==> src/sv/bdg_pkg.sv <==
`default_nettype none
// ----------------------------------------------------------------------------
// bdg_pkg
// Types and constants shared by the button debounce and gesture detector.
// ----------------------------------------------------------------------------
package bdg_pkg;

	localparam int unsigned TimeW   = 32;
	localparam int unsigned MsW     = 16;
	localparam int unsigned CfgIdxW = 3;
	localparam int unsigned InDataW  = 40;
	localparam int unsigned OutDataW = 40;

	typedef enum logic [2:0] {
		EV_NONE   = 3'd0,
		EV_CLICK  = 3'd1,
		EV_DOUBLE = 3'd2,
		EV_LONG   = 3'd3,
		EV_TICK   = 3'd4
	} ev_t;

	typedef enum logic [2:0] {
		GS_IDLE   = 3'd0,
		GS_PRESS  = 3'd1,
		GS_REL1   = 3'd2,
		GS_PRESS2 = 3'd3,
		GS_LONG   = 3'd4
	} gst_t;

	typedef enum logic [CfgIdxW-1:0] {
		REG_DEBOUNCE = 3'd0,
		REG_CLICK    = 3'd1,
		REG_PRESS    = 3'd2,
		REG_RETICK   = 3'd3,
		REG_ACT_LOW  = 3'd4,
		REG_DBL_ON   = 3'd5,
		REG_TICK_ON  = 3'd6
	} reg_idx_t;

	localparam logic [MsW-1:0] DebounceRst = 16'd10;
	localparam logic [MsW-1:0] ClickRst    = 16'd300;
	localparam logic [MsW-1:0] PressRst    = 16'd1000;
	localparam logic [MsW-1:0] RetickRst   = 16'd200;

	typedef struct packed {
		logic [MsW-1:0] debounce_ms;
		logic [MsW-1:0] click_ms;
		logic [MsW-1:0] press_ms;
		logic [MsW-1:0] retick_ms;
		logic           active_low;
		logic           double_click_on;
		logic           retick_on;
	} cfg_t;

	// preset of the stable level on a polarity write
	typedef struct packed {
		logic en;
		logic level;
	} preset_t;

endpackage
`default_nettype wire

==> src/sv/bdg_cfg.sv <==
`default_nettype none
// ----------------------------------------------------------------------------
// bdg_cfg
// Configuration register file with polarity preset strobe.
// ----------------------------------------------------------------------------
module bdg_cfg (
	input  wire logic                         clk,
	input  wire logic                         arst_n,
	input  wire logic                         cfg_we,
	input  wire logic [bdg_pkg::CfgIdxW-1:0]  cfg_idx,
	input  wire logic [bdg_pkg::MsW-1:0]      cfg_wdata,
	output bdg_pkg::cfg_t                     cfg,
	output bdg_pkg::preset_t                  preset
);

	bdg_pkg::cfg_t cfg_q;

	always_ff @(posedge clk or negedge arst_n) begin
		if (!arst_n) begin
			cfg_q.debounce_ms     <= bdg_pkg::DebounceRst;
			cfg_q.click_ms        <= bdg_pkg::ClickRst;
			cfg_q.press_ms        <= bdg_pkg::PressRst;
			cfg_q.retick_ms       <= bdg_pkg::RetickRst;
			cfg_q.active_low      <= 1'b0;
			cfg_q.double_click_on <= 1'b0;
			cfg_q.retick_on       <= 1'b0;
		end else if (cfg_we) begin
			case (cfg_idx)
				bdg_pkg::REG_DEBOUNCE: cfg_q.debounce_ms     <= cfg_wdata;
				bdg_pkg::REG_CLICK:    cfg_q.click_ms        <= cfg_wdata;
				bdg_pkg::REG_PRESS:    cfg_q.press_ms        <= cfg_wdata;
				bdg_pkg::REG_RETICK:   cfg_q.retick_ms       <= cfg_wdata;
				bdg_pkg::REG_ACT_LOW:  cfg_q.active_low      <= cfg_wdata[0];
				bdg_pkg::REG_DBL_ON:   cfg_q.double_click_on <= cfg_wdata[0];
				bdg_pkg::REG_TICK_ON:  cfg_q.retick_on       <= cfg_wdata[0];
				default: ;
			endcase
		end
	end

	assign cfg          = cfg_q;
	assign preset.en    = cfg_we && (cfg_idx == bdg_pkg::REG_ACT_LOW);
	assign preset.level = cfg_wdata[0];

endmodule
`default_nettype wire

==> src/sv/bdg_core.sv <==
`default_nettype none
// ----------------------------------------------------------------------------
// bdg_core
// Debounce and gesture state with the result register.
// ----------------------------------------------------------------------------
module bdg_core (
	input  wire logic                        clk,
	input  wire logic                        arst_n,
	input  wire bdg_pkg::cfg_t               cfg,
	input  wire bdg_pkg::preset_t            preset,
	input  wire logic                        in_valid,
	input  wire logic                        raw_level,
	input  wire logic [bdg_pkg::TimeW-1:0]   now_ms,
	output logic                             adv,
	output logic                             out_valid,
	input  wire logic                        out_ready,
	output bdg_pkg::ev_t                     event_res,
	output logic                             pressed,
	output logic [bdg_pkg::TimeW-1:0]        hold_ms
);

	logic                      last_raw_q;
	logic                      stable_q;
	logic [bdg_pkg::TimeW-1:0] mark_q;
	bdg_pkg::gst_t             gst_q;
	logic [bdg_pkg::TimeW-1:0] pstart_q;
	logic [bdg_pkg::TimeW-1:0] tick_q;

	logic                      out_valid_q;
	bdg_pkg::ev_t              ev_q;
	logic                      pressed_q;
	logic [bdg_pkg::TimeW-1:0] hold_q;

	logic                      raw_chg;
	logic [bdg_pkg::TimeW-1:0] dt_mark;
	logic [bdg_pkg::TimeW-1:0] dt_gest;
	logic [bdg_pkg::TimeW-1:0] dt_tick;
	logic                      deb_ok;
	logic                      stable_d;
	logic                      act;
	logic [bdg_pkg::TimeW-1:0] pstart_d;
	logic [bdg_pkg::TimeW-1:0] mark_d;
	logic [bdg_pkg::TimeW-1:0] tick_d;
	bdg_pkg::gst_t             gst_d;
	bdg_pkg::ev_t              ev_d;

	assign adv = in_valid && (!out_valid_q || out_ready);

	always_comb begin
		raw_chg  = raw_level != last_raw_q;
		dt_mark  = now_ms - mark_q;
		deb_ok   = !raw_chg && (dt_mark >= {16'd0, cfg.debounce_ms});
		stable_d = stable_q;
		pstart_d = pstart_q;
		if (deb_ok && (raw_level != stable_q)) begin
			stable_d = raw_level;
			if (raw_level ^ cfg.active_low)
				pstart_d = now_ms;
		end
		act     = stable_d ^ cfg.active_low;
		mark_d  = raw_chg ? now_ms : mark_q;
		dt_gest = raw_chg ? '0 : dt_mark;
		dt_tick = now_ms - tick_q;
		tick_d  = tick_q;
		gst_d   = gst_q;
		ev_d    = bdg_pkg::EV_NONE;
		case (gst_q)
			bdg_pkg::GS_PRESS: begin
				if (!act) begin
					gst_d = bdg_pkg::GS_REL1;
				end else if (dt_gest > {16'd0, cfg.press_ms}) begin
					ev_d  = bdg_pkg::EV_LONG;
					gst_d = bdg_pkg::GS_LONG;
				end
			end
			bdg_pkg::GS_REL1: begin
				if ((dt_gest > {16'd0, cfg.click_ms}) || (!act && !cfg.double_click_on)) begin
					ev_d  = bdg_pkg::EV_CLICK;
					gst_d = bdg_pkg::GS_IDLE;
				end else if (act) begin
					gst_d = bdg_pkg::GS_PRESS2;
				end
			end
			bdg_pkg::GS_PRESS2: begin
				if (!act) begin
					if (cfg.double_click_on)
						ev_d = bdg_pkg::EV_DOUBLE;
					gst_d = bdg_pkg::GS_IDLE;
				end
			end
			bdg_pkg::GS_LONG: begin
				if (!act) begin
					gst_d = bdg_pkg::GS_IDLE;
				end else if (cfg.retick_on && (dt_tick > {16'd0, cfg.retick_ms})) begin
					ev_d   = bdg_pkg::EV_TICK;
					tick_d = now_ms;
				end
			end
			default: begin
				if (act) begin
					gst_d  = bdg_pkg::GS_PRESS;
					mark_d = now_ms;
				end else begin
					gst_d = bdg_pkg::GS_IDLE;
				end
			end
		endcase
	end

	always_ff @(posedge clk or negedge arst_n) begin
		if (!arst_n) begin
			last_raw_q <= 1'b0;
			stable_q   <= 1'b0;
			mark_q     <= '0;
			gst_q      <= bdg_pkg::GS_IDLE;
			pstart_q   <= '0;
			tick_q     <= '0;
		end else if (preset.en) begin
			stable_q <= preset.level;
		end else if (adv) begin
			last_raw_q <= raw_level;
			stable_q   <= stable_d;
			mark_q     <= mark_d;
			gst_q      <= gst_d;
			pstart_q   <= pstart_d;
			tick_q     <= tick_d;
		end
	end

	always_ff @(posedge clk or negedge arst_n) begin
		if (!arst_n)
			out_valid_q <= 1'b0;
		else if (adv)
			out_valid_q <= 1'b1;
		else if (out_ready)
			out_valid_q <= 1'b0;
	end

	always_ff @(posedge clk) begin
		if (adv) begin
			ev_q      <= ev_d;
			pressed_q <= act;
			hold_q    <= act ? (now_ms - pstart_d) : '0;
		end
	end

	assign out_valid = out_valid_q;
	assign event_res = ev_q;
	assign pressed   = pressed_q;
	assign hold_ms   = hold_q;

endmodule
`default_nettype wire

==> src/sv/button_debounce_gesture_detector_top.sv <==
`default_nettype none
// ----------------------------------------------------------------------------
// button_debounce_gesture_detector_top
// Button debouncer with click, double click, long press and tick reporting.
// ----------------------------------------------------------------------------
// Each input transfer carries a raw pin level and the millisecond time; each
// one yields exactly one output transfer with the event, the debounced active
// level and the hold time. Items pass the input register, then debounce and
// gesture logic into the result register, and one item is taken
// every cycle; the result register frees as soon as it is taken, so the input
// stalls only while a result waits. Configuration writes take effect at once
// and are meant for when no transfer is in flight; writing the polarity also
// presets the debounced level to the inactive level.
// ----------------------------------------------------------------------------
module button_debounce_gesture_detector_top (
	input  wire logic                            clk,
	input  wire logic                            arst_n,
	input  wire logic                            s_tvalid,
	output logic                                 s_tready,
	input  wire logic [bdg_pkg::InDataW-1:0]     s_tdata,   // raw_level, now_ms[31:0], pad
	output logic                                 m_tvalid,
	input  wire logic                            m_tready,
	output logic [bdg_pkg::OutDataW-1:0]         m_tdata,   // event_res[2:0], pressed, hold_ms, pad
	input  wire logic                            cfg_we,
	input  wire logic [bdg_pkg::CfgIdxW-1:0]     cfg_idx,
	input  wire logic [bdg_pkg::MsW-1:0]         cfg_wdata
);

	bdg_pkg::cfg_t             cfg;
	bdg_pkg::preset_t          preset;
	logic                      valid_s1;
	logic                      raw_s1;
	logic [bdg_pkg::TimeW-1:0] now_s1;
	logic                      adv;
	bdg_pkg::ev_t              event_res;
	logic                      pressed;
	logic [bdg_pkg::TimeW-1:0] hold_ms;

	bdg_cfg u_cfg (
		.clk       (clk),
		.arst_n    (arst_n),
		.cfg_we    (cfg_we),
		.cfg_idx   (cfg_idx),
		.cfg_wdata (cfg_wdata),
		.cfg       (cfg),
		.preset    (preset)
	);

	assign s_tready = !valid_s1 || adv;

	always_ff @(posedge clk or negedge arst_n) begin
		if (!arst_n)
			valid_s1 <= 1'b0;
		else if (s_tready)
			valid_s1 <= s_tvalid;
	end

	always_ff @(posedge clk) begin
		if (s_tvalid && s_tready) begin
			raw_s1 <= s_tdata[0];
			now_s1 <= s_tdata[32:1];
		end
	end

	bdg_core u_core (
		.clk       (clk),
		.arst_n    (arst_n),
		.cfg       (cfg),
		.preset    (preset),
		.in_valid  (valid_s1),
		.raw_level (raw_s1),
		.now_ms    (now_s1),
		.adv       (adv),
		.out_valid (m_tvalid),
		.out_ready (m_tready),
		.event_res (event_res),
		.pressed   (pressed),
		.hold_ms   (hold_ms)
	);

	assign m_tdata = {4'd0, hold_ms, pressed, event_res};

	a_hold_zero_released: assert property (@(posedge clk) disable iff (!arst_n)
		m_tvalid && !pressed |-> hold_ms == '0)
		else $error("hold time nonzero while released");

	a_held_events_pressed: assert property (@(posedge clk) disable iff (!arst_n)
		m_tvalid && (event_res == bdg_pkg::EV_LONG || event_res == bdg_pkg::EV_TICK)
		|-> pressed)
		else $error("long press or tick reported while released");

	a_ready_when_empty: assert property (@(posedge clk) disable iff (!arst_n)
		!m_tvalid |-> s_tready)
		else $error("input stalled with empty result register");

	a_result_follows: assert property (@(posedge clk) disable iff (!arst_n)
		adv |=> m_tvalid)
		else $error("processed item produced no result");

endmodule
`default_nettype wire

==> config.mk <==
export PLATFORM = sky130hd
export DESIGN_NAME = button_debounce_gesture_detector_top
export DESIGN_NICKNAME = d
export VERILOG_FILES = /design/src/sv/bdg_pkg.sv /design/src/sv/bdg_cfg.sv /design/src/sv/bdg_core.sv /design/src/sv/button_debounce_gesture_detector_top.sv
export SDC_FILE = /design/constraint.sdc
export NUM_CORES = 1
export LEC_CHECK = 0
export ABC_CLOCK_PERIOD_IN_PS = 13800
export BUFFER_PORTS_ARGS = -buffer_cell sky130_fd_sc_hd__buf_2
export CAP_MARGIN = 20
export CORE_ASPECT_RATIO = 0.8
export CORE_MARGIN = 5
export CORE_UTILIZATION = 60
export CTS_CLUSTER_SIZE = 25
export DETAILED_ROUTE_END_ITERATION = 10
export PLACE_DENSITY = 0.82
export SYNTH_ARGS = -nofsm -noshare
export SYNTH_HDL_FRONTEND = slang
export SYNTH_HIERARCHICAL = 1
export SYNTH_SLANG_ARGS = --single-unit
==> constraint.sdc <==
create_clock -name clk -period 13.8 [get_ports clk]
set_input_delay 2.76 -clock clk [delete_from_list [all_inputs] [get_ports clk]]
set_output_delay 2.76 -clock clk [all_outputs]
set_load 0.01 [all_outputs]
# ---- Word-level counts from Yosys, hierarchy flattened
# Cells that the tools add are included.
dict set report op_classes {
  n_eq_ne 15
  mux 26
  addsub 3
  n_lt_le_gt_ge 4
  reduce_logical 30
  n_bitwise 3
}
# operator n
set op_table {}
lappend op_table {{$mux W32} 6}
lappend op_table {{$gt A32 B16 Y1} 3}
lappend op_table {{$sub A32 B32 Y32} 3}
lappend op_table {{$ge A32 B16 Y1} 1}
lappend op_table {{$mux W3} 9}
lappend op_table {{$reduce_and A2 Y1} 8}
lappend op_table {{$eq A3 B2 Y1 const B} 4}
lappend op_table {{$eq A3 B3 Y1 const B} 4}
lappend op_table {{$pmux W3 S4} 1}
lappend op_table {{$reduce_and A5 Y1} 2}
lappend op_table {{$pmux W3 S3} 1}
lappend op_table {{$logic_and A1 B1 Y1} 7}
lappend op_table {{$mux W1} 7}
lappend op_table {{$eq A3 B1 Y1 const B} 2}
lappend op_table {{$logic_not A1 Y1} 5}
lappend op_table {{$mux W2} 2}
lappend op_table {{$reduce_bool A2 Y1} 2}
lappend op_table {{$reduce_or A4 Y1} 1}
lappend op_table {{$logic_not A3 Y1} 1}
lappend op_table {{$logic_or A1 B1 Y1} 3}
lappend op_table {{$ne A3 B1 Y1 const B} 1}
lappend op_table {{$ne A3 B3 Y1 const B} 1}
lappend op_table {{$ne A1 B1 Y1} 2}
lappend op_table {{$ne A2 B2 Y1 const B} 1}
lappend op_table {{other kinds (3)} 4}
dict set report word_totals {
  in_bits 64
  wordCells 101
  regBits 239
  out_inout_bits 42
}

# ---- Depth between registers and ports, before layout
# Gate-level depths: netlist of the first run.
dict set report depth {
  ltp_word 11
  mapped_depth 34
  mapped_depth_nobuf 34
}

# ---- Cells and area by module
# The synthesis of the first run kept the hierarchy.
# mod n_inst area_per_inst_um2 cells_each seq_area_each_um2
set by_module_without_submodules {}
lappend by_module_without_submodules {bdg_core 1 12746.0 1486 3633.5}
lappend by_module_without_submodules {bdg_cfg 1 2707.6 148 1695.4}
lappend by_module_without_submodules {button_debounce_gesture_detector_top 1 1086.0 43 1016.0}

# ---- Worst setup path after synthesis of the first run
# OpenSTA, ideal clock, no wires.
dict set report synth_path {
  path_kind {register to register}
  from {register now_s1[1] (netlist bit)}
  to {register u_core.hold_q, in the netlist u_core/hold_ms[28], data pin}
  stages_incl_launch_ff 32
  setup_slack_ns 6.498
  synth_period_minus_slack_ns 7.302
  required_time_ns 13.534
  arrival_time_ns 7.036
  n_path_buf 1
  setup_ns 0.266
  path_cell_list {edfxtp_1 inv_1 fa_1 nor2b_1 o31ai_1 a21oi_1 nor2_1 o21ai_0 xnor2_1 inv_1 ha_1 a2111o_1 a211oi_1 o21ai_0 a21oi_1 nor4b_4 nor2_1 clkbuf_1 mux2i_1 fa_1 a21o_1 a21o_1 a2111oi_0 o2111ai_1 nand3_1 a31oi_1 a211oi_1 o21bai_1 a21oi_1 o21ai_0 xnor2_1 nor2_1}
}
dict set report synth_via {
  elab_chain_len 6
  word_cells_on_any_way 9
  cone_classes {add/sub: 2; order compare: 1; mux: 3; bitwise: 1; reduce/logical: 2}
}
# item line
set synth_lines {}
lappend synth_lines {{start: declaration} button_debounce_gesture_detector_top.sv:33} ;# logic [bdg_pkg::TimeW-1:0] now_s1;
lappend synth_lines {{start signal: assignment} button_debounce_gesture_detector_top.sv:61} ;# now_s1 <= s_tdata[32:1];
lappend synth_lines {{$sub A32 B32 Y32} bdg_core.sv:51} ;# dt_mark = now_ms - mark_q;
lappend synth_lines {{$ge A32 B16 Y1} bdg_core.sv:52} ;# deb_ok = !raw_chg && (dt_mark >= {16'd0, cfg.debounce_ms});
lappend synth_lines {{$logic_and A1 B1 Y1} bdg_core.sv:52}
lappend synth_lines {{$logic_and A1 B1 Y1} bdg_core.sv:55} ;# if (deb_ok && (raw_level != stable_q)) begin
lappend synth_lines {{$mux W32 or $mux W1 (tied branches)} bdg_core.sv:55}
lappend synth_lines {{$sub A32 B32 Y32 or $xor A1 B1 Y1 (tied branches)} {bdg_core.sv:143, bdg_core.sv:60}}
lappend synth_lines {{end signal: assignment} bdg_core.sv:143} ;# hold_q <= act ? (now_ms - pstart_d) : '0;
lappend synth_lines {{end: declaration} bdg_core.sv:32} ;# logic [bdg_pkg::TimeW-1:0] hold_q;
# Several ways; a longest one is shown, not always the timed one.
# A chain may end at the register's enable or synchronous reset.

# ---- Final worst setup path of the first run
dict set report layout_path {
  from {register now_s1[0] (netlist bit)}
  to {register u_core.hold_q, in the netlist u_core/hold_ms[28], data pin}
}
dict set report layout_via {
  elab_chain_len 6
  word_cells_on_any_way 9
  cone_classes {add/sub: 2; order compare: 1; mux: 3; bitwise: 1; reduce/logical: 2}
}
# item line
set layout_lines {}
lappend layout_lines {{$sub A32 B32 Y32} bdg_core.sv:51}
lappend layout_lines {{$ge A32 B16 Y1} bdg_core.sv:52}
lappend layout_lines {{$logic_and A1 B1 Y1} bdg_core.sv:52}
lappend layout_lines {{$logic_and A1 B1 Y1} bdg_core.sv:55}
lappend layout_lines {{$mux W32 *} bdg_core.sv:55}
lappend layout_lines {{net u_core.pstart_d, one bit} bdg_core.sv:41} ;# logic [bdg_pkg::TimeW-1:0] pstart_d;
lappend layout_lines {{$sub A32 B32 Y32 *} bdg_core.sv:143}
# Mark *: on every way through the listed nets, which the timed path passes. The rest lies on a longest branch.

==> results of run 1 <==
layout make-up:
type	count	area (um2)
tap	364	455.4
clock buffer	44	839.6
multi-input combinational	1214	9268
clock inverter	4	72.57
fill	2053	9040
inverter	173	649.4
sequential	239	6345
timing repair buffer	104	559.3
how the worst max path moves through the flow:
stage | slack (ns) | depth (start not counted) | to
2_1_floorplan | 6.50 | 31 | u_core/hold_ms[28]
3_3_place_gp | 4.89 | 32 | u_core/hold_ms[28]
3_5_place_dp | 4.81 | 32 | u_core/hold_ms[28]
4_1_cts | 4.68 | 32 | u_core/hold_ms[28]
5_1_grt | 3.89 | 34 | u_core/hold_ms[28]
6_report | 4.40 | 34 | u_core/hold_ms[28]
power groups by stage:
stage	Combinational, uW	Sequential [uW]	Clock [uW]
finish	2470	1130	722
global route	2750	1150	766
CTS	2440	1130	734
detailed placement	2390	1140	0
global placement	2310	1120	0
floorplan	1810	1110	0
cells by family (layout without fill, tap and decap cells):
logic type	after synthesis	after routing
simple gates	415	415
compound gates	402	402
flops	239	239
buf+inv	227	325
mux	169	169
fa+ha+maj	160	160
xor+xnor	64	64
other cells	1	4
critical path, delay by kind of cell, from the launching register on:
family	cells	cell delay [ns]
AO/OA/AOI/OAI	16	4.82
adder cells (fa/ha/maj)	5	1.29
AND/OR/NAND/NOR	6	1.22
buffers and inverters	4	0.64
XOR/XNOR	2	0.43
flip-flops	1	0.43
multiplexers	1	0.32
registers in the layout, summed over array words and instances, names as in the netlist, 3 cells and up:
signal,cells
now_s1,32
u_cfg/cfg,67
u_core/event_res,3
u_core/gst_q,3
u_core/hold_ms,32
u_core/mark_q,32
u_core/pstart_q,32
u_core/tick_q,32
cells in the final DEF (no fill, tap or decap), types with 15 or more instances in the layout:
master	n
mux2_4	20
buf_2	93
xor2_1	28
inv_1	173
a21oi_1	104
nand2_1	106
clkbuf_16	27
a211oi_1	17
o21a_1	17
o21ai_0	91
dfstp_2	15
dfrtp_1	155
ha_1	157
and3_1	15
mux2_2	102
mux2i_1	35
a21o_1	50
nand4_1	21
nor2b_1	20
nor3_1	33
edfxtp_1	69
nand2b_1	16
xnor2_1	36
nand3_1	30
nor2_1	117
metal layers:
layer / up-vias / share of wire (%) / wire length [um]
met5: - / 0 / 0
met4: 0 / 2.6 / 1097
li1: 6216 / - / -
met2: 392 / 45 / 18850
met1: 6325 / 45 / 18870
met3: 81 / 6.4 / 2659
per-stage QoR:
| step | std cells | worst slack, ns |
|---|---|---|
| 3_5_place_dp | 2093 | 4.812 |
| 4_1_cts | 2141 | 4.678 |
| 6_report | 2142 | 4.402 |
| 3_3_place_gp | 2093 | 4.894 |
| 2_1_floorplan | 1680 | 6.498 |
| 5_1_grt | 2142 | 3.887 |
==> results by group, run 1 <==
Layout
  • Share of cells above drive strength 1: 17.15%
  • Final nets: 1,982
  • Final core occ: 66.80%
  • Area grow syn2layout: 9.971%
  • Antenna cell count: 0
  • Post-route cell area: 18,190 um2

Power
  • Power Dens Cells: 237.8 nW/um2
  • Pleak: 0.008355 uW
  • Flop pwr share: 26.1%
  • Clock power frac: 16.7%
  • Net switching power: 1862 uW
  • Combinational Power Share: 57.2%
  • Power Total: 4326 uW
  • Sw frac: 43.04%
  • Peak supply drop: 0.0001674 V
  • Internal: 2464 uW

Drt
  • Residual DRC: 0
  • Total number of vias: 13,010
  • Drt wl/cell: 19.36 um
  • Post-route ant nets: 0
  • Vias/cell: 6.076
  • Initial DRC count: 1,217
  • Routed wire length: 41,480 um
  • Drt first pass iters: 8

Synth
  • Synth Flop Type: dfrtp_1
  • Main combinational cell family by area after synthesis: compound AO/OA/AOI/OAI gates
  • Commonest cells post-synth: 173 x inv_1, 157 x ha_1, 155 x dfrtp_1, 118 x nor2_1, 106 x nand2_1
  • Yosys top cell by area: dfrtp_1
  • Top cells by area, synth: dfrtp_1 23%, edfxtp_1 13%, ha_1 12%, mux2_2 6.9%, inv_1 3.9%
  • Share of the synthesized area in the top cell type: 23.45%
  • Post-Synth Simple-Gate Area: 12.65%
  • Compound-cell area share of the yosys netlist: 15.84%
  • Netlist cell types: 83
  • Syn Area/Cell: 9.863 um2
  • Top-count cell post-synth: inv_1
  • Register area share after synthesis: 38.36%
  • Mux cell area share after synthesis: 11.70%
  • XOR/XNOR Fraction of Synth Area: 3.389%
  • Mapped cell area: 16,540 um2
  • Post-synth EDFFs: 69
  • Post-Synthesis Cells: 1,677
  • Synth Area in Adders: 12.24%
  • FF+latch count, synth: 239
  • Synth Warn #: 6
  • Async set or reset register ratio after synthesis: 71.13%

Worst hold path
  • Hold endpoint: u_core/pstart_q[24]
  • Hold Crit Class: reg2reg
  • Hold path start: u_core/pstart_q[24]
  • Hold depth: 2

Placed design
  • Routability cong.: 0.9769
  • HPWL after DPL: 30,820 um
  • Placed Instance Area: 17,260 um2
  • IO Port Bufs: 94

Floorplan
  • Core area: 27,230 um2
  • Full die area: 31,010 um2
  • Die width: 195.6 um
  • Initial Util: 60.74%
  • # rows: 54
  • Die extent in y: 158.5 um
  • IO Pins: 106

Outcome
  • Status: completed

Clocking
  • H-tree depth: 1
  • Post-cts repair resize count: 0
  • CTS tree: yes
  • Skew-Pair Late Insertion Delay: 0.55 ns
  • Longest Clk Path Bufs: 3
  • Postcts setup bufs: 0
  • Reg clk slew, reported paths: 0.06 ns
  • Clock root cell: clkbuf_16
  • Clock tree sinks: 239
  • Cts bufs inserted: 26
  • Post-cts hold buffer count: 0

Timing
  • Slew Limit Fails: 0
  • Slew margin rel.: 29.34%
  • Max Clk Rate: 106.4 MHz
  • Minimum clock period: 9.398 ns
  • Final period util: 68.10%
  • Setup TNS: 0 ns
  • Unrepaired setup endpoints after global routing: false
  • Skew final: 0.02471 ns
  • Final hold viol count: 0
  • Tightest hold margin: 0.4828 ns
  • Slew at the pin with the worst max-slew slack: 1.060 ns
  • Final Setup Violations: 0

Global routing
  • Pin count of the biggest net entering global routing: 103
  • M1 GR Usage: 37.22%
  • Met2 Resource Use GR: 43.02%
  • First-pass GRT wire length: 67,270 um
  • Remaining global-route overflow: 0
  • Top Usage Layer GRT: met2
  • Met3 Resource Use GR: 4.633%
  • Gr usage total: 26.46%
  • Vias in the first global route: 12,940
  • Initial antenna violation count: 0

Worst setup path
  • Crit path launch type: flip-flop
  • Max incr delay on CP: 0.82 ns
  • R2R depth: 34
  • Req. time, crit path: 14.09 ns
  • Flop2flop setup slack: 4.40 ns
  • CP Capture Type: flip-flop
  • Crit path from: now_s1[0]
  • Crit path DAT: 9.69 ns
  • Launching point of the worst reg2reg path: now_s1[0]
  • RR Endpoint: u_core/hold_ms[28]
  • CP max stage cell: a2111oi_0
  • Crit path max fanout: 33
  • Critical path class: reg2reg

Run
  • Max_cap viols: 0
No activity file was read; power rests on OpenSTA's default activity.
==> run 2, diff against run 1 <==
--- a/config.mk
+++ b/config.mk
@@ -5,7 +5,7 @@
 export SDC_FILE = /design/constraint.sdc
 export NUM_CORES = 1
 export LEC_CHECK = 0
-export ABC_CLOCK_PERIOD_IN_PS = 13800
+export ABC_CLOCK_PERIOD_IN_PS = 9550
 export BUFFER_PORTS_ARGS = -buffer_cell sky130_fd_sc_hd__buf_2
 export CAP_MARGIN = 20
 export CORE_ASPECT_RATIO = 0.8
==> constraint.sdc (replaced) <==
create_clock -name clk -period 9.55 [get_ports clk]
set_input_delay 1.91 -clock clk [delete_from_list [all_inputs] [get_ports clk]]
set_output_delay 1.91 -clock clk [all_outputs]
set_load 0.01 [all_outputs]
==> run 2 against run 1 <==
  * Wire length increased by 0.61%
  * Clock skew decreased by 0.0089 ns
  * Cell count about the same
  * First-iteration DRC count decreased by 3.5%
  * Worst hold slack got worse by 0.0040 ns
  * Die area unchanged
  * Register-to-register slack got worse by 3.7 ns
  * Global-route usage decreased by 0.091 points
==> results by group, run 2 (synthesis results as in run 1) <==
Drt
  • Routed wire length: 41,730 um (+0.61%)
  • Drt first pass iters: 5 (-3)
  • Initial DRC count: 1,175 (-3.5%)
  • Vias/cell: 6.107 (+0.52%)
  • Residual DRC: 0 (unchanged)
  • Drt wl/cell: 19.47 um (+0.56%)
  • Total number of vias: 13,090 (+0.57%)
  • Post-route ant nets: 0 (unchanged)

Timing
  • Setup TNS: 0 ns (unchanged)
  • Unrepaired setup endpoints after global routing: false
  • Tightest hold margin: 0.4788 ns (-0.004004 ns)
  • Slew margin rel.: 27.74% (-1.6 points)
  • Slew at the pin with the worst max-slew slack: 1.084 ns (+0.02399 ns)
  • Fin worst setup slack: 0.7240 ns (-3.678 ns)
  • Slew Limit Fails: 0 (unchanged)
  • Final period util: 92.42% (+24 points)
  • Max Clk Rate: 113.3 MHz (+6.5%)
  • Final hold viol count: 0 (unchanged)
  • Skew final: 0.01577 ns (-0.008934 ns)
  • Minimum clock period: 8.826 ns (-0.5721 ns)
  • Final Setup Violations: 0 (unchanged)

Power
  • Peak supply drop: 0.0002059 V (+23%)
  • Sw frac: 43.14% (+0.10 points)
  • Combinational Power Share: 57.2% (about the same)
  • Power Dens Cells: 343.9 nW/um2 (+45%)
  • Clock power frac: 16.6% (about the same)
  • Pleak: 0.008361 uW (about the same)
  • Internal: 3555 uW (+44%)
  • Power Total: 6253 uW (+45%)
  • Flop pwr share: 26.1% (about the same)
  • Net switching power: 2697 uW (+45%)

Floorplan
  • Initial Util: 60.74% (unchanged)
  • # rows: 54 (unchanged)
  • Die extent in y: 158.5 um (unchanged)
  • Core area: 27,230 um2 (unchanged)
  • Die width: 195.6 um (unchanged)
  • IO Pins: 106 (unchanged)
  • Full die area: 31,010 um2 (unchanged)

Worst setup path
  • RR Endpoint: u_core/hold_ms[28]
  • Req. time, crit path: 9.84 ns (-4.25 ns)
  • R2R depth: 33 (-2.9%)
  • Flop2flop setup slack: 0.72 ns (-3.68 ns)
  • Crit path max fanout: 32 (-3.0%)
  • Crit path launch type: flip-flop
  • Critical path class: reg2reg
  • CP Capture Type: flip-flop
  • CP max stage cell: nor4b_4
  • Max incr delay on CP: 0.68 ns (-0.14 ns)
  • Launching point of the worst reg2reg path: now_s1[1]
  • Crit path DAT: 9.11 ns (-0.58 ns)

Clocking
  • Cts bufs inserted: 26 (unchanged)
  • Clock root cell: clkbuf_16
  • H-tree depth: 1 (unchanged)
  • Skew-Pair Late Insertion Delay: 0.55 ns (about the same)
  • Reg clk slew, reported paths: 0.06 ns (about the same)
  • CTS tree: yes
  • Clock tree sinks: 239 (unchanged)
  • Longest Clk Path Bufs: 3 (unchanged)
  • Postcts setup bufs: 0 (unchanged)
  • Post-cts repair resize count: 0 (unchanged)
  • Post-cts hold buffer count: 0 (unchanged)

Global routing
  • Remaining global-route overflow: 0 (unchanged)
  • Pin count of the biggest net entering global routing: 97 (-5.8%)
  • Gr usage total: 26.37% (-0.091 points)
  • Vias in the first global route: 12,900 (-0.32%)
  • First-pass GRT wire length: 67,070 um (-0.30%)
  • Initial antenna violation count: 0 (unchanged)

Layout
  • Antenna cell count: 0 (unchanged)
  • FF/Latch Area: 6345 um2 (unchanged)
  • Commonest non-fill, non-tap cell in the layout: inv_1
  • Fillers: 2,073 (+0.97%)
  • Share of cells above drive strength 1: 17.26% (+0.10 points)
  • Max FFs per register: 67 (unchanged)
  • Final nets: 1,984 (+0.10%)
  • Footprint of the multi-input gates: 9268 um2 (unchanged)
  • Area grow syn2layout: 9.925% (about the same)
  • Commonest cells after routing, fill and taps aside: 173 x inv_1, 157 x ha_1, 155 x dfrtp_1

Placed design
  • Pre-CTS setup slack: 0.9938 ns (-3.818 ns)
  • HPWL after DPL: 30,600 um (-0.70%)
  • Routability cong.: 0.9581 (-1.9%)
  • IO Port Bufs: 94 (unchanged)

Outcome
  • Status: completed

Worst hold path
  • Hold Crit Class: reg2reg
  • Hold depth: 2 (unchanged)
  • Hold path start: u_core/pstart_q[15]
  • Hold endpoint: u_core/pstart_q[15]

Run
  • Max_cap viols: 0 (unchanged)
## run 2: changes by cell type in the layout (fill, tap and decap cells not counted), sizes merged
cell / previous run / this run
buf: 104 / 106
bufinv: 1 / 2
clkbuf: 44 / 39
clkinv: 2 / 6
clkinvlp: 1 / 0
## run 2: layout make-up
class,count,area share [%]
well taps,364,2.505
multi-input cells,1214,50.97
clock buffers,39,4.287
inverters,173,3.572
clock inverters,8,0.6262
repair buffers,106,3.138
flip-flops and latches,239,34.90
## run 2: through the flow
stage | util, % | std cells | area [um2]
6_report | 66.77 | 2143 | 18180
5_1_grt | 66.77 | 2143 | 18180
4_1_cts | 66.73 | 2142 | 18170
3_5_place_dp | 63.45 | 2095 | 17280
3_3_place_gp | 63.45 | 2095 | 17280
2_1_floorplan | - | 1680 | 16550
## run 2: power by group through the flow
stage / combinational, uW / clock [uW] / sequential (uW)
5_1_grt: 3960 / 1110 / 1670
2_1_floorplan: 2620 / 0 / 1600
4_1_cts: 3510 / 1060 / 1630
3_5_place_dp: 3450 / 0 / 1640
3_3_place_gp: 3340 / 0 / 1620
6_report: 3580 / 1040 / 1630
## run 2: worst max-delay path by stage
stage,depth (start not counted),startpoint,endpoint
after global routing,33,now_s1[1],u_core/hold_ms[28]
after global placement,33,now_s1[1],u_core/hold_ms[28]
final,33,now_s1[1],u_core/hold_ms[28]
after CTS,33,now_s1[1],u_core/hold_ms[28]
after floorplan,31,now_s1[1],u_core/hold_ms[28]
after detailed placement,33,now_s1[1],u_core/hold_ms[28]
## run 2: layer usage
layer | GRT usage [%] | vias up | share of wire [%]
met5 | 0 | - | 0
met4 | 5.816 | 0 | 2.2
met3 | 3.935 | 67 | 6.5
met2 | 42.95 | 431 | 46
met1 | 37.91 | 6387 | 46
li1 | - | 6203 | -
## run 2: critical path, delay by kind of cell, from the launching register on
kind	cells	cell delay, ns
and+or+nand+nor	6	1.26
DFF	1	0.55
adders and majority gates	3	1.22
AOI/OAI and AO/OA	16	3.98
buffers and inverters	5	0.94
muxes	1	0.24
xor gates and xnor gates	2	0.35
==> run 3, diff against run 2 <==
--- a/config.mk
+++ b/config.mk
@@ -13,7 +13,8 @@
 export CORE_UTILIZATION = 60
 export CTS_CLUSTER_SIZE = 25
 export DETAILED_ROUTE_END_ITERATION = 10
-export PLACE_DENSITY = 0.82
+export HOLD_SLACK_MARGIN = 0.12
+export PLACE_DENSITY = 0.86
 export SYNTH_ARGS = -nofsm -noshare
 export SYNTH_HDL_FRONTEND = slang
 export SYNTH_HIERARCHICAL = 1
==> run 3 against run 2 <==
  * Flip-flop and latch count did not move
  * Non-clock buffer count fell by 1
  * Sequential share of layout area barely moved
  * Die area did not move
  * Utilization barely moved
  * Clock power barely moved
  * Via count rose by 2.8%
  * Wire length rose by 5.2%
  * Critical endpoint unchanged
  * Worst hold slack improved by 0.0021 ns
  * Maximum frequency rose by 0.74%
  * First-iteration DRC count rose by 30%
==> results by group, run 3 (synthesis results as in run 1) <==
Outcome
  • Status: completed

Timing
  • Max Clk Rate: 114.1 MHz (+0.74%)
  • Unrepaired setup endpoints after global routing: false
  • Tightest hold margin: 0.4809 ns (+0.002101 ns)
  • Slew margin rel.: 25.06% (-2.7 points)
  • Setup TNS: 0 ns (unchanged)
  • Slew Limit Fails: 0 (unchanged)
  • Slew at the pin with the worst max-slew slack: 1.124 ns (+0.04019 ns)
  • Final Setup Violations: 0 (unchanged)
  • Final period util: 91.74% (-0.68 points)
  • Final hold viol count: 0 (unchanged)
  • Skew final: 0.01695 ns (+0.001175 ns)
  • Minimum clock period: 8.761 ns (-0.06453 ns)

Worst setup path
  • Crit path DAT: 9.05 ns (-0.06 ns)
  • Crit path buf inv count: 4 (-1)
  • Req. time, crit path: 9.84 ns (about the same)
  • RR Endpoint: u_core/hold_ms[28]
  • Max incr delay on CP: 0.77 ns (+0.09 ns)
  • Launching point of the worst reg2reg path: now_s1[0]
  • Worst setup path endpoint: u_core/hold_ms[28]
  • Crit path launch type: flip-flop
  • CP Capture Type: flip-flop
  • Crit path max-delay family: compound AO/OA/AOI/OAI gates
  • Flop2flop setup slack: 0.79 ns (+0.06 ns)
  • Crit path max fanout: 8 (-75%)
  • Critical path class: reg2reg
  • R2R depth: 34 (+3.0%)
  • Crit path from: now_s1[0]
  • WP depth: 34 (+3.0%)
  • CP max stage cell: o31ai_1

Power
  • Power Dens Cells: 347.7 nW/um2 (+1.1%)
  • Peak supply drop: 0.0002317 V (+13%)
  • Pleak: 0.008356 uW (about the same)

Drt
  • Vias/cell: 6.276 (+2.8%)
  • Drt first pass iters: 6 (+1)
  • Post-route ant nets: 0 (unchanged)
  • Total number of vias: 13,460 (+2.8%)
  • Residual DRC: 0 (unchanged)
  • Drt wl/cell: 20.47 um (+5.1%)
  • Initial DRC count: 1,528 (+30%)
  • Routed wire length: 43,900 um (+5.2%)

Floorplan
  • Core area: 27,230 um2 (unchanged)
  • Die width: 195.6 um (unchanged)
  • Initial Util: 60.74% (unchanged)
  • Full die area: 31,010 um2 (unchanged)
  • IO Pins: 106 (unchanged)
  • # rows: 54 (unchanged)
  • Die extent in y: 158.5 um (unchanged)

Global routing
  • First-pass GRT wire length: 69,290 um (+3.3%)
  • Remaining global-route overflow: 0 (unchanged)
  • Pin count of the biggest net entering global routing: 68 (-30%)
  • Vias in the first global route: 13,350 (+3.4%)
  • Initial antenna violation count: 1 (+1)
  • Gr usage total: 27.43% (+1.1 points)

Run
  • Max_cap viols: 0 (unchanged)

Layout
  • Antenna cell count: 0 (unchanged)
  • FF/Latch Area: 6345 um2 (unchanged)
  • Area grow syn2layout: 10.00% (about the same)
  • Share of cells above drive strength 1: 17.36% (+0.10 points)
  • Footprint of the multi-input gates: 9275 um2 (about the same)
  • Final nets: 1,984 (unchanged)
  • Commonest cells after routing, fill and taps aside: 173 x inv_1, 157 x ha_1, 155 x dfrtp_1
  • Fillers: 1,936 (-6.6%)
  • Commonest non-fill, non-tap cell in the layout: inv_1
  • Max FFs per register: 67 (unchanged)
  • Post-route insts no fill: 2,144 (+0.047%)

Placed design
  • Placed insts: 2,093 (-0.095%)
  • IO Port Bufs: 94 (unchanged)
  • Routability cong.: 0.9325 (-2.7%)
  • HPWL after DPL: 31,880 um (+4.2%)

Clocking
  • Clock root cell: clkbuf_16
  • H-tree depth: 1 (unchanged)
  • Clock tree sinks: 239 (unchanged)
  • Skew-Pair Late Insertion Delay: 0.55 ns (about the same)
  • CTS tree: yes
  • Post-cts repair resize count: 0 (unchanged)
  • Longest Clk Path Bufs: 3 (unchanged)
  • Cts bufs inserted: 27 (+3.8%)
  • Reg clk slew, reported paths: 0.06 ns (about the same)
  • Postcts setup bufs: 0 (unchanged)
  • Post-cts hold buffer count: 0 (unchanged)

Worst hold path
  • Hold path start: u_core/tick_q[15]
  • Hold Crit Class: reg2reg
run 3: cell count changes in the layout (fill, tap and decap cells not counted), sizes merged:
| cell | before | now |
|---|---|---|
| buf | 106 | 105 |
| bufinv | 2 | 0 |
| clkbuf | 39 | 40 |
| clkinv | 6 | 5 |
| clkinvlp | 0 | 3 |
| inv | 173 | 174 |
run 3: power by group:
group	internal [uW]	leakage, uW	total (uW)	switching, uW
sequential	1430	0.00276	1640	209
clock	601	0.000434	1030	431
combinational	1510	0.00516	3650	2140
run 3: worst min path at each step:
stage,end,cells past startpoint
final,u_core/tick_q[15],1
after global routing,u_core/tick_q[22],1
after CTS,u_core/pstart_q[23],2
after detailed placement,u_core/pstart_q[23],2
after global placement,u_core/pstart_q[0],2
after floorplan,u_core/pstart_q[0],2
run 3: cell type report:
class | count | area share (%)
flip-flops and latches | 239 | 34.87
well taps | 364 | 2.503
clock buffers | 40 | 4.546
inverters | 173 | 3.569
clock inverters | 9 | 0.3645
repair buffers | 105 | 3.163
multi-input cells | 1214 | 50.98
run 3: per-layer routing:
layer  global-route usage (%)  up-vias  part of all wire, %
li1                         -     6211                    -
met3                    5.733      130                  8.7
met1                    37.56     6498                   43
met5                        0        -                0.016
met4                    9.671        2                  4.0
met2                    43.87      615                   45
run 3: worst reg2reg max path: cells and delay by family, from the launching register on:
family,cells,cell delay (ns)
AND/OR/NAND/NOR,6,1.27
AO/OA/AOI/OAI,16,4.39
buffers and inverters,4,0.47
XOR/XNOR,2,0.35
adder cells (fa/ha/maj),5,1.29
flip-flops,1,0.43
multiplexers,1,0.28
run 3: through the flow:
| stage | power [uW] | setup WS [ns] | cell area, um2 | util [%] |
|---|---|---|---|---|
| floorplan | 4223 | 2.248 | 16550 | - |
| global placement | 4978 | 1.248 | 17270 | 63.42 |
| detailed placement | 5135 | 1.118 | 17270 | 63.42 |
| CTS | 6240 | 1.032 | 18160 | 66.70 |
| global route | 6761 | 0.3290 | 18190 | 66.82 |
| finish | 6325 | 0.7886 | 18190 | 66.82 |
